`config.mk`:
```
export PLATFORM = sky130hd
export DESIGN_NAME = load_change_detector
export DESIGN_NICKNAME = d
export VERILOG_FILES = /design/src/sv/lcd_pkg.sv /design/src/sv/load_change_detector.sv
export SDC_FILE = /design/constraint.sdc
export NUM_CORES = 1
export LEC_CHECK = 0
export CAP_MARGIN = 20
export CORE_UTILIZATION = 37
export DETAILED_ROUTE_END_ITERATION = 10
export DONT_BUFFER_PORTS = 1
export MAX_ROUTING_LAYER = met4
export PLACE_DENSITY = 0.61
export SETUP_SLACK_MARGIN = 0.5
export SYNTH_ARGS = -nofsm -noshare
export SYNTH_HDL_FRONTEND = slang
export SYNTH_SLANG_ARGS = --single-unit
```
`constraint.sdc`:
```
create_clock -name clock -period 15.55 [get_ports clock]
set_clock_uncertainty 0.15 [all_clocks]
set_input_delay 2.3325 -clock clock [delete_from_list [all_inputs] [get_ports clock]]
set_output_delay 2.3325 -clock clock [all_outputs]
set_load 0.01 [all_outputs]
```
`src/sv/lcd_pkg.sv`:
```
// Shared constants for the load change detector: register indexes,
// operation codes, field widths and reset values.
// No dependencies.
`default_nettype none

package lcd_pkg;

   localparam int DEFAULT_WINDOW_DEPTH = 8;

   localparam int FORCE_W   = 16;
   localparam int WEIGHT_W  = 16;
   localparam int CONFIRM_W = 16;
   localparam int CSR_IDX_W = 1;
   localparam int CSR_DAT_W = 16;
   localparam int REQ_DATA_W = 16;
   localparam int REQ_USER_W = 2;
   localparam int RSP_DATA_W = 24;

   localparam logic [CSR_IDX_W-1:0] CSR_WEIGHT_DELTA  = 1'b0;
   localparam logic [CSR_IDX_W-1:0] CSR_CONFIRM_COUNT = 1'b1;

   localparam logic OP_SAMPLE  = 1'b0;
   localparam logic OP_RESTART = 1'b1;

   localparam logic signed [WEIGHT_W-1:0] WEIGHT_RESET  = '0;
   localparam logic [CONFIRM_W-1:0]       CONFIRM_RESET = 16'd1;

endpackage

`default_nettype wire

```
`src/sv/load_change_detector.sv`:
```
// Load change detector: sliding window sum over force samples, baseline capture
// and confirmed threshold crossing. Depends on lcd_pkg.
//
// Each accepted req beat has its rsp beat in the output register in the next cycle.
// Throughput: one beat per cycle; req_tready drops only while a result is held
// in the output register and rsp_tready is low.
// Reset (synchronous): clears pointer, sums, baseline and confirm state, loads
// the registers with their reset values. The sample shift line is not cleared.
`default_nettype none

module load_change_detector #(
   parameter int WINDOW_DEPTH = lcd_pkg::DEFAULT_WINDOW_DEPTH
) (
   input  wire                               clock,
   input  wire                               reset,
   // req_tdata: [15:0] force_sample
   input  wire                               req_tvalid,
   output logic                              req_tready,
   input  wire  [lcd_pkg::REQ_DATA_W-1:0]    req_tdata,
   // req_tuser: [0] op, [1] stop_trigger
   input  wire  [lcd_pkg::REQ_USER_W-1:0]    req_tuser,
   // rsp_tdata: [0] done_res, [1] baseline_valid, [17:2] average_force, rest zero
   output logic                              rsp_tvalid,
   input  wire                               rsp_tready,
   output logic [lcd_pkg::RSP_DATA_W-1:0]    rsp_tdata,
   input  wire                               csr_we,
   input  wire  [lcd_pkg::CSR_IDX_W-1:0]     csr_index,
   input  wire  [lcd_pkg::CSR_DAT_W-1:0]     csr_wdata
);
   import lcd_pkg::*;

   localparam int SLOT_W = $clog2(WINDOW_DEPTH);
   localparam int SUM_W  = FORCE_W + $clog2(WINDOW_DEPTH);
   localparam int DIFF_W = SUM_W + 1;
   localparam int SHIFT  = $clog2(WINDOW_DEPTH + 1) - 1;
   localparam logic [SLOT_W-1:0] LAST_SLOT = SLOT_W'(WINDOW_DEPTH - 1);

   // configuration
   logic signed [WEIGHT_W-1:0]  weight_ff;
   logic [CONFIRM_W-1:0]        confirm_ff;

   // detector state
   logic [SLOT_W-1:0]           slot_ff, slot_in;
   logic signed [SUM_W-1:0]     window_sum_ff, window_sum_in;
   logic signed [SUM_W-1:0]     baseline_ff, baseline_in;
   logic                        have_baseline_ff, have_baseline_in;
   logic                        confirming_ff, confirming_in;
   logic [CONFIRM_W-1:0]        lag_ff, lag_in;
   logic signed [FORCE_W-1:0]   taps_ff [WINDOW_DEPTH];
   logic                        shift_en;

   // output register
   logic                        rsp_valid_ff;
   logic [RSP_DATA_W-1:0]       rsp_data_ff, rsp_data_in;

   logic                        req_fire;
   logic                        beat_op;
   logic                        beat_stop;
   logic signed [FORCE_W-1:0]   beat_sample;
   logic signed [SUM_W-1:0]     sum_step;
   logic signed [DIFF_W-1:0]    diff;
   logic signed [DIFF_W-1:0]    limit;
   logic                        hit;
   logic [CONFIRM_W-1:0]        lag_base;
   logic [CONFIRM_W-1:0]        lag_dec;
   logic                        done;
   logic signed [SUM_W-1:0]     avg_full;

   assign req_tready  = !rsp_valid_ff || rsp_tready;
   assign req_fire    = req_tvalid && req_tready;
   assign beat_op     = req_tuser[0];
   assign beat_stop   = req_tuser[1];
   assign beat_sample = $signed(req_tdata[FORCE_W-1:0]);

   assign rsp_tvalid = rsp_valid_ff;
   assign rsp_tdata  = rsp_data_ff;

   always_ff @(posedge clock) begin
      if (reset) begin
         weight_ff  <= WEIGHT_RESET;
         confirm_ff <= CONFIRM_RESET;
      end else if (csr_we) begin
         case (csr_index)
            CSR_WEIGHT_DELTA:  weight_ff  <= $signed(csr_wdata[WEIGHT_W-1:0]);
            CSR_CONFIRM_COUNT: confirm_ff <= csr_wdata[CONFIRM_W-1:0];
            default: ;
         endcase
      end
   end

   // Window arithmetic: drop the oldest tap once the window is full.
   assign sum_step = have_baseline_ff
                   ? window_sum_ff + SUM_W'(beat_sample) - SUM_W'(taps_ff[WINDOW_DEPTH-1])
                   : window_sum_ff + SUM_W'(beat_sample);
   assign diff  = DIFF_W'(sum_step) - DIFF_W'(baseline_ff);
   assign limit = DIFF_W'(weight_ff) * $signed(DIFF_W'(WINDOW_DEPTH));
   assign hit   = ((weight_ff > 0) && (diff > limit)) ||
                  ((weight_ff < 0) && (diff < limit));

   // Reload the countdown at the start of a confirming run; saturate at zero.
   assign lag_base = confirming_ff ? lag_ff : confirm_ff;
   assign lag_dec  = (lag_base == '0) ? '0 : lag_base - 1'b1;

   always_comb begin
      slot_in          = slot_ff;
      window_sum_in    = window_sum_ff;
      baseline_in      = baseline_ff;
      have_baseline_in = have_baseline_ff;
      confirming_in    = confirming_ff;
      lag_in           = lag_ff;
      shift_en         = 1'b0;
      done             = 1'b0;
      if (beat_op == OP_RESTART) begin
         slot_in          = '0;
         window_sum_in    = '0;
         baseline_in      = '0;
         have_baseline_in = 1'b0;
         confirming_in    = 1'b0;
         lag_in           = confirm_ff;
      end else if (beat_stop) begin
         done = 1'b1;
      end else begin
         shift_en      = 1'b1;
         window_sum_in = sum_step;
         slot_in       = (slot_ff == LAST_SLOT) ? '0 : slot_ff + 1'b1;
         if (!have_baseline_ff) begin
            if (slot_ff == LAST_SLOT) begin
               have_baseline_in = 1'b1;
               baseline_in      = sum_step;
            end
         end else if (hit) begin
            confirming_in = 1'b1;
            lag_in        = lag_dec;
            done          = (lag_dec == '0);
         end else begin
            confirming_in = 1'b0;
         end
      end
      avg_full    = window_sum_in >>> SHIFT;
      rsp_data_in = {(RSP_DATA_W - FORCE_W - 2)'(0), avg_full[FORCE_W-1:0],
                     have_baseline_in, done};
   end

   always_ff @(posedge clock) begin
      if (reset) begin
         slot_ff          <= '0;
         window_sum_ff    <= '0;
         baseline_ff      <= '0;
         have_baseline_ff <= 1'b0;
         confirming_ff    <= 1'b0;
         lag_ff           <= CONFIRM_RESET;
         rsp_valid_ff     <= 1'b0;
      end else begin
         if (req_fire) begin
            slot_ff          <= slot_in;
            window_sum_ff    <= window_sum_in;
            baseline_ff      <= baseline_in;
            have_baseline_ff <= have_baseline_in;
            confirming_ff    <= confirming_in;
            lag_ff           <= lag_in;
            rsp_valid_ff     <= 1'b1;
         end else if (rsp_tready) begin
            rsp_valid_ff <= 1'b0;
         end
      end
   end

   // Sample shift line and result payload: no reset needed.
   always_ff @(posedge clock) begin
      if (req_fire && shift_en) begin
         taps_ff[0] <= beat_sample;
         for (int i = 1; i < WINDOW_DEPTH; i++) begin
            taps_ff[i] <= taps_ff[i-1];
         end
      end
      if (req_fire) begin
         rsp_data_ff <= rsp_data_in;
      end
   end

`ifndef ASSERT_OFF
   a_restart_clears : assert property (@(posedge clock) disable iff (reset)
      (req_fire && beat_op == OP_RESTART) |=> (!have_baseline_ff && window_sum_ff == '0))
      else $error("restart beat did not clear baseline and window sum");

   a_confirm_needs_baseline : assert property (@(posedge clock) disable iff (reset)
      confirming_ff |-> have_baseline_ff)
      else $error("confirming without a captured baseline");

   a_stop_holds_sum : assert property (@(posedge clock) disable iff (reset)
      (req_fire && beat_op == OP_SAMPLE && beat_stop) |=> $stable(window_sum_ff))
      else $error("stop beat changed the window sum");
`endif

endmodule

`default_nettype wire

```
==> results of run 1 <==
==> power breakdown <==
part / total [W] / switching (W) / internal, W
Sequential: 0.000705 / 0.0000149 / 0.000691
Clock: 0.000662 / 0.000262 / 0.000401
Combinational: 0.000243 / 0.000140 / 0.000103
==> cell families after synthesis <==
group	count (synthesis)	synth area share, %
AOI/OAI and AO/OA	299	16.4
xor gates and xnor gates	56	4.00
adders and majority gates	78	8.13
buffers and inverters	127	4.18
DFF	238	50.7
muxes	44	3.77
other	1	0.0306
and+or+nand+nor	345	12.8
==> layout make-up <==
type | count | area share, %
clock buffer | 28 | 4.99
clock inverter | 20 | 1.80
inverter | 75 | 2.07
multi-input combinational | 828 | 40.9
sequential | 238 | 45.8
tap | 442 | 4.07
timing repair buffer | 5 | 0.423
==> through the flow <==
step	setup WS, ns	util, %	area [µm²]
after CTS	5.97	41.7	13600
after global placement	5.25	38.8	12600
after floorplan	6.51	-	12300
final	5.92	41.7	13600
after detailed placement	5.43	38.9	12700
after global routing	5.27	41.7	13600
==> critical path, delay by kind of cell <==
kind / cells / cell delay (ns)
muxes: 1 / 0.31
buffers and inverters: 2 / 0.29
AOI/OAI and AO/OA: 15 / 3.52
adders and majority gates: 5 / 1.62
xor gates and xnor gates: 2 / 0.31
and+or+nand+nor: 8 / 1.53
==> layout by cell type, fill, tap and decap left out, drive strengths merged, types with 28 or more instances in the layout <==
cell / count
a21oi: 101
clkbuf: 28
dfxtp: 92
edfxtp: 146
ha: 75
inv: 76
mux2i: 36
nand2: 123
nor2: 106
o21ai: 34
xnor2: 36
==> sequential cells by signal, summed over array words and instances (netlist names) <==
| register | cells |
|---|---|
| taps_ff | 128 |
| baseline_ff | 19 |
| window_sum_ff | 19 |
| rsp_tdata | 18 |
| confirm_ff | 16 |
| lag_ff | 16 |
| weight_ff | 16 |
| slot_ff | 3 |
| confirming_ff | 1 |
| have_baseline_ff | 1 |
| rsp_tvalid | 1 |
==> cells in the mapped netlist (9+ instances only) <==
cell type	instances	area, µm²
mux2i_1	35	350
edfxtp_1	146	4380
o21ai_0	19	95.1
clkbuf_1	35	131
o21a_1	16	120
nor2b_1	15	93.8
ha_1	75	938
o21ai_1	15	75.1
nand2_1	123	462
inv_1	72	270
xor2_1	20	175
nor2_1	106	398
dfxtp_1	92	1840
nand3_1	12	60.1
a211oi_1	17	128
a22oi_1	27	203
xnor2_1	36	315
nor4_1	9	56.3
nand2b_1	11	68.8
a21o_1	21	158
o211ai_1	11	82.6
a21oi_1	99	495
nor3_1	23	115
==> layer usage <==
metal | share of wire [%] | up-vias | global-route usage, %
met5 | 0 | - | -
met4 | 2.0 | 0 | 3.63
met3 | 6.3 | 36 | 3.77
met2 | 44 | 203 | 25.6
met1 | 48 | 4193 | 23.3
li1 | - | 4285 | -
==> worst paths after layout <==
| check | depth (start not counted) | endpoint | start | slack (ns) |
|---|---|---|---|---|
| min | 0 | taps_ff[1][56]$_DFFE_PP_ | taps_ff[1][40]$_DFFE_PP_ | 0.27 |
| min reg2reg | 0 | taps_ff[1][56]$_DFFE_PP_ | taps_ff[1][40]$_DFFE_PP_ | 0.27 |
| max | 33 | lag_ff[0]$_SDFFE_PP1P_ | req_tdata[0] | 5.92 |
| max reg2reg | 33 | lag_ff[0]$_SDFFE_PP1P_ | window_sum_ff[0]$_SDFFE_PP0P_ | 7.39 |
==> run metrics, run 1 <==
Hold Fails Final Rpt=0; total grt overflow=0; FFs w/ async S/R, synth=0%; Final Cycle Share=61.9%; final setup violation count=0; first-pass GRT wire length=44300 µm; DRT Pass-1 Iters=5; Root Driver=clkbuf_16; CP Launch Type=input port; Synth Area per Inst=10.3 µm²; total chip power=0.00161 W; status=complete, no violations; Critical Path RT=15.82 ns; crit path kind=in2reg; CP max stage cell=nand3b_1; cell mode on critical path=ha_1; Reg clk slew, reported paths=0.06 ns; area of the multi-input gates=0.00556 mm²; clock sink count=238; final non-filler cell total=1636; Critical Path Max Stage Delay=0.49 ns; Vias per Instance=5.33; initial antenna violation count=0; max_cap viols=0; worst slew pin tran=1.01 ns; Resize count post-CTS=0; port buffer count=0; sequential cell area fraction in the yosys report=50.7%; hold_ws=0.266 ns; width of the die=184 µm; Setup TNS=0 ns; worst-path fanout max=20; Pwr Density=118 mW/mm²; htree depth=1; num rows=66; gp weighted congestion=0.897; Max-slew headroom=32.2%; TritonCTS clock tree=done; hold buffer count at CTS=0; Post-synth EDFFs=146; Synth cell types=79; layout cells sized above 1=5.36%; Max clock buf depth=3; die footprint=0.0339 mm²; DPL Wire Length=19400 µm; FILL cells=3134; DRT Wirelength=27900 µm; die height=184 µm; initial cell density of the core=37.6%; RSZ-0062 raised after global routing=no; post-CTS setup buffer count=0; vias in the first global route=8145; maximum clock frequency=104 MHz; VDD IR-drop max=0.0829 mV; Placed Cells=1588; residual DRC count=0; ANT cells=0; dominant synthesized flop cell=edfxtp_1; Post-DRT Antenna Nets=0; Core Region=0.0326 mm²; Final min period=9.63 ns; clk_lat worst skew=0.53 ns; Arrival @ worst endpoint=9.91 ns; largest net degree at the start of global routing=82; Synth Cell Area=0.0123 mm²; via count=8717; WL per Instance=17.1 µm; crit end category=register; flop and latch count out of synthesis=238; total CTS buffers=26; Reg area=0.00623 mm²; Slew Limit Fails=0; Mapped Cells=1188; GR Util All Layers=17.0%; post-layout net count=1292; Leak Pwr=5.01 nW; Layout Area Growth over Synthesis=10.8%; number of synthesis warnings=0; initial drt markers=582; I/O pin count=66; Worst Hold Class=reg2reg
Power figures use the tool's default switching activity.
==> inputs of run 2 (changes only) <==
--- a/config.mk
+++ b/config.mk
@@ -10,7 +10,7 @@
 export DETAILED_ROUTE_END_ITERATION = 10
 export DONT_BUFFER_PORTS = 1
 export MAX_ROUTING_LAYER = met4
-export PLACE_DENSITY = 0.61
+export PLACE_DENSITY = 0.63
 export SETUP_SLACK_MARGIN = 0.5
 export SYNTH_ARGS = -nofsm -noshare
 export SYNTH_HDL_FRONTEND = slang
==> constraint.sdc (replaced) <==
create_clock -name clock -period 8.15 [get_ports clock]
set_clock_uncertainty 0.15 [all_clocks]
set_input_delay 1.2225 -clock clock [delete_from_list [all_inputs] [get_ports clock]]
set_output_delay 1.2225 -clock clock [all_outputs]
set_load 0.01 [all_outputs]
==> run 2 against run 1 <==
Clock power up 78%. Flip-flop and latch count stayed put. Global-route usage rose by 0.47 points. Hold slack worse by 0.0021 ns. Sequential share of layout area is 1.5 points lower. Critical path depth is 1 higher. First-iteration DRC count rose by 8.9%. Total power rose by 90%. Cell area up 3.3%. Highest routed layer unchanged. Non-clock buffer count up 24. Critical endpoint is now lag_ff[13]$_SDFFE_PP0P_.
==> run metrics, run 2 (synthesis results as in run 1) <==
first-pass GRT wire length=45100 µm; Vias per Instance=5.37; ANT cells=0; Hold Crit Start=taps_ff[1][36]$_DFFE_PP_; total grt overflow=0; Critical Path Max Stage Delay=0.39 ns; Final min period=7.46 ns; gp weighted congestion=0.876; post-layout net count=1316; I/O pin count=66; Critical R2R Launch=window_sum_ff[0]$_SDFFE_PP0P_; largest net degree at the start of global routing=82; DPL Wire Length=19700 µm; Max-slew headroom=27.6%; Reg with most FFs=taps_ff; clock sink count=238; TritonCTS clock tree=done; Psw=0.000805 W; vias in the first global route=8231; max reg flops=128; Slew Limit Fails=0; Worst Hold Class=reg2reg; Util after Layout=43.1%; Arrival @ worst endpoint=7.74 ns; Seq pwr share=44.0%; via count=8913; Setup TNS=0 ns; htree depth=1; Leak Pwr=5.17 nW; most frequent cells in the layout=146 x edfxtp_1, 123 x nand2_1, 103 x nor2_1; Largest regs=taps_ff (128), baseline_ff (19), window_sum_ff (19); Reg clk slew, reported paths=0.06 ns; reg2reg setup slack=1.02 ns; Final Cycle Share=91.6%; Pwr Density=218 mW/mm²; residual DRC count=0; worst slew pin tran=1.09 ns; total CTS buffers=26; CP Launch Type=input port; max_cap viols=0; initial antenna violation count=0; Clk pwr share=38.7%; DRT Wirelength=29500 µm; GR Util All Layers=17.5%; Core Region=0.0326 mm²; worst slack at placement=-0.0723 ns; Worst R2R End=lag_ff[13]$_SDFFE_PP0P_; die height=184 µm; Internal=0.00226 W; Combinational Power Share=17.3%; clk_lat worst skew=0.54 ns; hold buffer count at CTS=0; worst reg2reg path depth=34; final setup violation count=0; initial drt markers=634; setup ws final=0.687 ns; port buffer count=0; RSZ-0062 raised after global routing=no; initial cell density of the core=37.6%; Layout Area Growth over Synthesis=14.5%; layout cells sized above 1=10.8%; width of the die=184 µm; status=complete, no violations; Hold Fails Final Rpt=0; Root Driver=clkbuf_16; WL per Instance=17.8 µm; Worst Hold Endpoint=taps_ff[1][52]$_DFFE_PP_; Critical Path RT=8.43 ns; CP max stage cell=fa_2; commonest non-fill, non-tap cell in the layout=edfxtp_1; crit end category=register; hold path cells=0; DRT Pass-1 Iters=6; VDD IR-drop max=0.144 mV; crit path kind=in2reg; Max clock buf depth=3; maximum clock frequency=134 MHz; die footprint=0.0339 mm²; worst-path fanout max=8; Post-DRT Antenna Nets=0; num rows=66; Net Sw Frac=26.3%
[run 2: layer usage]
layer  up-vias  GRT usage (%)  routed length (µm)
met5         -              -                   0
met4         0           4.17                 684
met3        52           3.75                1970
met2       240           25.9               12800
met1      4276           24.2               14100
li1       4345              -                   -
[run 2: area by class of cell]
cell class | count | area, µm²
well taps | 442 | 553
inverters | 75 | 282
flip-flops and latches | 238 | 6230
fillers | 3103 | 18600
clock inverters | 16 | 161
repair buffers | 29 | 273
clock buffers | 31 | 701
multi-input cells | 828 | 5860
[run 2: worst max-delay path, delay by kind of cell]
kind	cells	cell delay (ns)
buf+inv	3	0.37
compound gates	13	2.76
mux	2	0.47
fa+ha+maj	5	1.39
simple gates	9	1.21
xor+xnor	2	0.30
[run 2: power by group through the flow]
stage / Combinational (W) / Sequential [W] / Clock (W)
finish: 0.000531 / 0.00135 / 0.00118
global route: 0.000590 / 0.00135 / 0.00126
CTS: 0.000475 / 0.00135 / 0.00121
detailed placement: 0.000471 / 0.00137 / 0
global placement: 0.000463 / 0.00137 / 0
floorplan: 0.000382 / 0.00137 / 0
[run 2: stage by stage]
| step | hold WS (ns) | cell area (µm²) | total power, W | std cells |
|---|---|---|---|---|
| 6_report | 0.264 | 14100 | 0.00306 | 1659 |
| 3_5_place_dp | 0.255 | 12800 | 0.00184 | 1598 |
| 3_3_place_gp | 0.251 | 12800 | 0.00183 | 1598 |
| 4_1_cts | 0.264 | 13600 | 0.00304 | 1645 |
| 2_1_floorplan | 0.250 | 12300 | 0.00175 | 1193 |
| 5_1_grt | 0.272 | 14100 | 0.00320 | 1659 |
[run 2: how the worst max path moves through the flow]
stage,endpoint,slack [ns],start
detailed placement,rsp_tdata[0]$_SDFFCE_PP0P_,-0.07,req_tdata[0]
global route,lag_ff[15]$_SDFFE_PP0P_,0.42,req_tdata[0]
finish,lag_ff[13]$_SDFFE_PP0P_,0.69,req_tdata[0]
floorplan,lag_ff[11]$_SDFFE_PP0P_,0.50,req_tdata[0]
global placement,rsp_tdata[0]$_SDFFCE_PP0P_,0.10,req_tdata[0]
CTS,lag_ff[0]$_SDFFE_PP1P_,0.51,req_tdata[0]
[run 2: what timing repair did]
item,4_1_cts,5_1_grt
pin swaps,1,43
buffers inserted,0,12
gates resized for setup,2,50
endpoints found under the hold margin,0,0
setup endpoints to repair,2,18
cloned,0,2
==> inputs of run 3 (changes only) <==
--- a/config.mk
+++ b/config.mk
@@ -10,8 +10,9 @@
 export DETAILED_ROUTE_END_ITERATION = 10
 export DONT_BUFFER_PORTS = 1
 export MAX_ROUTING_LAYER = met4
-export PLACE_DENSITY = 0.63
+export PLACE_DENSITY = 0.61
 export SETUP_SLACK_MARGIN = 0.5
+export SKIP_CTS_REPAIR_TIMING = 1
 export SYNTH_ARGS = -nofsm -noshare
 export SYNTH_HDL_FRONTEND = slang
 export SYNTH_SLANG_ARGS = --single-unit
==> constraint.sdc (replaced) <==
create_clock -name clock -period 7.4 [get_ports clock]
set_clock_uncertainty 0.15 [all_clocks]
set_input_delay 1.11 -clock clock [delete_from_list [all_inputs] [get_ports clock]]
set_output_delay 1.11 -clock clock [all_outputs]
set_load 0.01 [all_outputs]
==> run 3 against run 2 <==
Total power grew 17%. Register-to-register slack lost 0.74 ns. Critical path depth is the same. Largest cell class unchanged. Sequential share of layout area shrank 2.6 points. Hold slack gained 0.00056 ns. Global-route usage grew 0.54 points. Utilization grew 2.7 points. Die area is the same.
==> run metrics, run 3 (synthesis results as in run 1) <==
Reg area=0.00623 mm²; Critical Path Max Stage Delay=0.40 ns; WL per Instance=17.1 µm; Final Cycle Share=99.2%; clock sink count=238; crit path kind=in2reg; DRT Pass-1 Iters=5; max_cap viols=0; initial cell density of the core=37.6%; Reg clk slew, reported paths=0.06 ns; final setup violation count=0; gp weighted congestion=0.904; DPL Wire Length=20700 µm; Vias per Instance=5.23; CP Launch Type=input port; worst-path fanout max=10; reg2reg setup slack=0.28 ns; Placed Cells=1702; Root Driver=clkbuf_16; post-layout net count=1421; crit end category=register; max reg flops=128; port buffer count=0; area of the multi-input gates=0.00586 mm²; largest net degree at the start of global routing=85; Layout Area Growth over Synthesis=21.7%; Critical R2R Launch=window_sum_ff[1]$_SDFFE_PP0P_; layout cells sized above 1=17.9%; CP max stage cell=o311a_1; Max clock buf depth=3; Worst Hold Endpoint=taps_ff[1][33]$_DFFE_PP_; num rows=66; Worst R2R End=lag_ff[1]$_SDFFE_PP0P_; clk_lat worst skew=0.53 ns; FILL cells=3042; hold_ws=0.264 ns; commonest non-fill, non-tap cell in the layout=edfxtp_1; RSZ-0062 raised after global routing=yes; Critical Path RT=7.67 ns; worst reg2reg path depth=34; Arrival @ worst endpoint=7.61 ns; final non-filler cell total=1764; die footprint=0.0339 mm²; vias in the first global route=8745; Max-slew headroom=28.4%; first-pass GRT wire length=46700 µm; most frequent cells in the layout=146 x edfxtp_1, 127 x buf_4, 123 x nand2_1; post-route design area=0.0149 mm²; ANT cells=0; Hold Fails Final Rpt=0; worst slew pin tran=1.07 ns; GR Util All Layers=18.0%; TritonCTS clock tree=done; Core Region=0.0326 mm²; initial antenna violation count=0; hold path cells=0; total CTS buffers=27; residual DRC count=0; Pwr Density=239 mW/mm²; maximum clock frequency=136 MHz; Final min period=7.34 ns; htree depth=1; Reg with most FFs=taps_ff; status=complete, no violations; Post-DRT Antenna Nets=0; via count=9220; Hold Crit Start=taps_ff[1][17]$_DFFE_PP_; width of the die=184 µm; Slew Limit Fails=0; Util after Layout=45.8%; Largest regs=taps_ff (128), baseline_ff (19), window_sum_ff (19); Worst Hold Class=reg2reg; total grt overflow=0; die height=184 µm; Leak Pwr=5.75 nW; initial drt markers=680; Area after DPL=0.0136 mm²; I/O pin count=66; DRT Wirelength=30100 µm; VDD IR-drop max=0.161 mV
[run 3: worst max-delay path by stage]
| stage | startpoint | endpoint | slack [ns] |
|---|---|---|---|
| floorplan | req_tdata[0] | lag_ff[13]$_SDFFE_PP0P_ | 0.08 |
| global placement | req_tdata[0] | lag_ff[15]$_SDFFE_PP0P_ | -0.26 |
| detailed placement | req_tdata[1] | lag_ff[0]$_SDFFE_PP1P_ | -0.30 |
| CTS | req_tdata[0] | lag_ff[0]$_SDFFE_PP1P_ | 0.20 |
| global route | req_tdata[1] | lag_ff[1]$_SDFFE_PP0P_ | -0.29 |
| finish | req_tdata[1] | lag_ff[1]$_SDFFE_PP0P_ | 0.06 |
[run 3: per-stage QoR]
| stage | setup WS, ns | setup TNS [ns] | power, W |
|---|---|---|---|
| 3_5_place_dp | -0.295 | -4.51 | 0.00214 |
| 4_1_cts | 0.202 | 0 | 0.00355 |
| 3_3_place_gp | -0.261 | -3.95 | 0.00212 |
| 2_1_floorplan | 0.0814 | 0 | 0.00193 |
| 5_1_grt | -0.291 | -3.97 | 0.00374 |
| 6_report | 0.0627 | 0 | 0.00357 |
[run 3: where the power goes]
part           internal (W)  switching (W)  total [W]
Sequential          0.00145      0.0000322    0.00148
Clock              0.000875       0.000531    0.00141
Combinational      0.000335       0.000350   0.000685
Total               0.00266       0.000913    0.00357
[run 3: critical path, delay by kind of cell]
kind	cells	cell delay (ns)
muxes	1	0.26
xor gates and xnor gates	3	0.41
adders and majority gates	4	1.12
AOI/OAI and AO/OA	12	2.74
buffers and inverters	5	0.70
and+or+nand+nor	9	1.27
[run 3: metal layers]
layer,part of all wire (%),up-vias,global-route usage [%]
met1,47,4429,24.5
met4,1.7,0,3.67
met2,45,202,27.2
li1,-,4551,-
met5,0,-,-
met3,6.2,38,4.19
[run 3: final cells by class]
class,count,share of cell area [%]
sequential,238,41.7
multi-input combinational,828,39.2
timing repair buffer,133,7.19
clock buffer,29,4.57
tap,442,3.70
inverter,75,1.88
clock inverter,19,1.72
